===== src/sv/vfc_ram.sv =====
module vfc_ram #(
    parameter int WIDTH = 1,
    parameter int DEPTH = 16
)
(
    input  logic                     clk,
    input  logic                     we,
    input  logic [$clog2(DEPTH)-1:0] waddr,
    input  logic [WIDTH-1:0]         wdata,
    input  logic [$clog2(DEPTH)-1:0] raddr,
    output logic [WIDTH-1:0]         rdata
);

    logic [WIDTH-1:0] mem [DEPTH];

    always_ff @(posedge clk)
    begin
        if (we)
        begin
            mem[waddr] <= wdata;
        end
        rdata <= mem[raddr];
    end

endmodule

===== config.mk =====
export PLATFORM = sky130hd
export DESIGN_NAME = vfc_ram
export DESIGN_NICKNAME = d
export VERILOG_FILES = /design/src/sv/vfc_ram.sv
export SDC_FILE = /design/constraint.sdc
export NUM_CORES = 1
export LEC_CHECK = 0
export BUFFER_PORTS_ARGS = -buffer_cell sky130_fd_sc_hd__buf_2
export CAP_MARGIN = 20
export CORE_MARGIN = 4
export CORE_UTILIZATION = 52
export DETAILED_ROUTE_END_ITERATION = 16
export HOLD_SLACK_MARGIN = 0.1
export PLACE_DENSITY = 0.78
export SLEW_MARGIN = 20
export SYNTH_ARGS = -nofsm -noshare
export SYNTH_HDL_FRONTEND = slang
export SYNTH_SLANG_ARGS = --single-unit

===== constraint.sdc =====
create_clock -name clk -period 1.64 [get_ports clk]
set_input_delay 0.328 -clock clk [delete_from_list [all_inputs] [get_ports clk]]
set_output_delay 0.328 -clock clk [all_outputs]
set_load 0.05 [all_outputs]

==> results_dict.tcl <==
set metrics [dict create \
    status "finished clean" \
    yosys-top-cells-area "edfxtp_1 64%, mux4_1 14%, nor2_1 6.0%" \
    min_delay_path_depth 2 \
    r2r_start "mem[12]" \
    fin_tns_setup_ns 0 \
    synth.distinct_cells 11 \
    worstPathArrival_ns 1.38 \
    p_per_area_nw_per_um2 910.3 \
    grt_max_degree 17 \
    drv_cap 0 \
    worstPathRequired_ns 1.81 \
    start_util_pct 55.91 \
    peakVddDrop_v 0.0004418 \
    rsz0062_at_grt "no" \
    dieArea_um2 2104 \
    grt_pass1_wl_mm 1.738 \
    yosysWarnings 0 \
    finalSetupViolCount 0 \
    post-cts-setup-buffers 0 \
    core_um2 1334 \
    synth_top_area_share_pct 64.43 \
    drt_wl_total_mm 1.025 \
    critPathKind "flip-flop to flip-flop" \
    fin_nets 74 \
    die_height_um 45.87 \
    seq_area_frac_synth_pct 67.11 \
    clk_path_buf_depth 2 \
    fillers 117 \
    post_drt_wl_per_cell_um 13.31 \
    drc_errors 0 \
    grt_pass1_vias 424 \
    diodes 0 \
    fmax_mhz 828.1 \
    drt_iter0_markers 5 \
    hold_buffers 0 \
    final_antenna_net_count 0 \
    cp-start-kind "flip-flop" \
    place.gp.congestion 0.7231 \
    syn_area_per_cell_um2 15.87 \
    finalPower_w 0.0007699 \
    syn_inst 47 \
    num_rows 13 \
    min_from "raddr[2]" \
    slew-limit-headroom_pct 83.40 \
    yosysTopAreaCell "edfxtp_1" \
    hold_path.class "primary input to flip-flop" \
    period_share_pct 73.64 \
    tightest_slew_ns 0.2507 \
    synth.net_count 58 \
    cts.sinks 17 \
    grt_use_total_pct 11.73 \
    seqCellArea_um2 500.5 \
    numCtsBuffers 3 \
    netlist_area_um2 745.7 \
    h-tree-depth 1 \
    ff2ff_setup_slack_ns 0.43 \
    antenna_found_initial 0 \
    min_to "rdata" \
    path_clk_slew_ns 0.09 \
    synth_seq_cells 17 \
    dr_total_vias 436 \
    syn_to_final_growth_pct 13.42 \
    die_w_um 45.87 \
    fin_util_pct 63.41 \
    dpl.hpwl_um 813.2 \
    overflow 0 \
    slew_violations 0 \
    cp_max_fo 1 \
    drt_pass1_iterations 4 \
    cts-root-buf "clkbuf_4" \
    worstRegToRegCells 3 \
    vias_per_cell 5.662 \
    hold_viol 0 \
    drive_above_1_share_pct 24.19 \
    portBuffers 11 \
    post_cts_resized 0 \
    cts_tree "done" \
    multi_input_area_um2 245.2 \
    io_pins 12 \
    fin_skew_ns 0.0006787 \
    reg2reg_to "rdata" \
    critPathCaptureType "flip-flop" \
    fin_crit_ns 1.208 \
    clk_latency_ns 0.27 \
    p_leak_nw 0.3032 \
]
-- logic make-up (layout without fill, tap and decap cells) --
group                  Yosys count  count (layout)  share of synthesized area, %
muxes                            7               7                         18.12
buffers and inverters            0              15                             0
and+or+nand+nor                 23              23                         14.76
DFF                             17              17                         67.11
-- cell usage after synthesis --
cell type	number
mux4_1	4
nand2_1	1
edfxtp_1	16
or3b_2	1
nor3_1	4
nand3b_1	2
mux2i_1	3
nand3_1	1
nor2_1	12
dfxtp_1	1
nand2b_1	2
-- cells in the final DEF (no fill, tap or decap), drive strengths merged --
cell type	netlist	final
buf	0	11
nand3	1	1
nor2	12	12
clkbuf	0	4
mux4	4	4
nand2	1	1
nand2b	2	2
nor3	4	4
mux2i	3	3
or3b	1	1
dfxtp	1	1
nand3b	2	2
edfxtp	16	16
-- layout make-up --
type | count | area share, %
clock buffers | 4 | 3.107
multi-input cells | 30 | 28.99
flip-flops and latches | 17 | 59.17
well taps | 15 | 2.219
repair buffers | 11 | 6.509
-- routing by layer --
layer | global-route usage, % | up-vias | share of wire (%)
met5 | 0 | - | 0
met4 | 5.114 | 0 | 0
met3 | 2.372 | 0 | 7.7
met2 | 20.33 | 12 | 50
met1 | 13.84 | 208 | 42
li1 | - | 216 | -
-- worst max-delay path, cell delays in order (launching register included) --
cell and delay, ns:
edfxtp_1 0.38, mux4_1 0.49, mux2i_1 0.15, mux2i_1 0.08
-- flip-flops by register name, summed over array words and instances (netlist names) --
register and flops:
rdata 1, mem 16
-- worst max-delay path by stage --
stage / startpoint / endpoint / slack (ns) / depth (start not counted)
after global placement: raddr[0] / rdata / 0.23 / 4
after CTS: mem[12] / rdata / 0.40 / 3
after global routing: mem[9] / rdata / 0.32 / 3
final: mem[12] / rdata / 0.43 / 3
after floorplan: waddr[2] / mem[0] / 0.36 / 2
after detailed placement: waddr[2] / mem[0] / 0.16 / 3
-- power breakdown --
group,total [W],internal [W],switching [W]
combinational,0.0000732,0.0000300,0.0000432
clock,0.000210,0.0000942,0.000116
sequential,0.000487,0.000485,0.00000198
total,0.000770,0.000609,0.000161
-- metrics by stage --
step	cell area [um2]	hold slack [ns]	instances	setup slack, ns
2_1_floorplan	745.7	0.4269	47	0.3624
3_3_place_gp	819.5	0.5377	73	0.2299
3_5_place_dp	819.5	0.5363	73	0.1635
4_1_cts	845.8	0.2376	77	0.4023
5_1_grt	845.8	0.2548	77	0.3230
6_report	845.8	0.2390	77	0.4324
No activity file was read; power rests on OpenSTA's default activity.
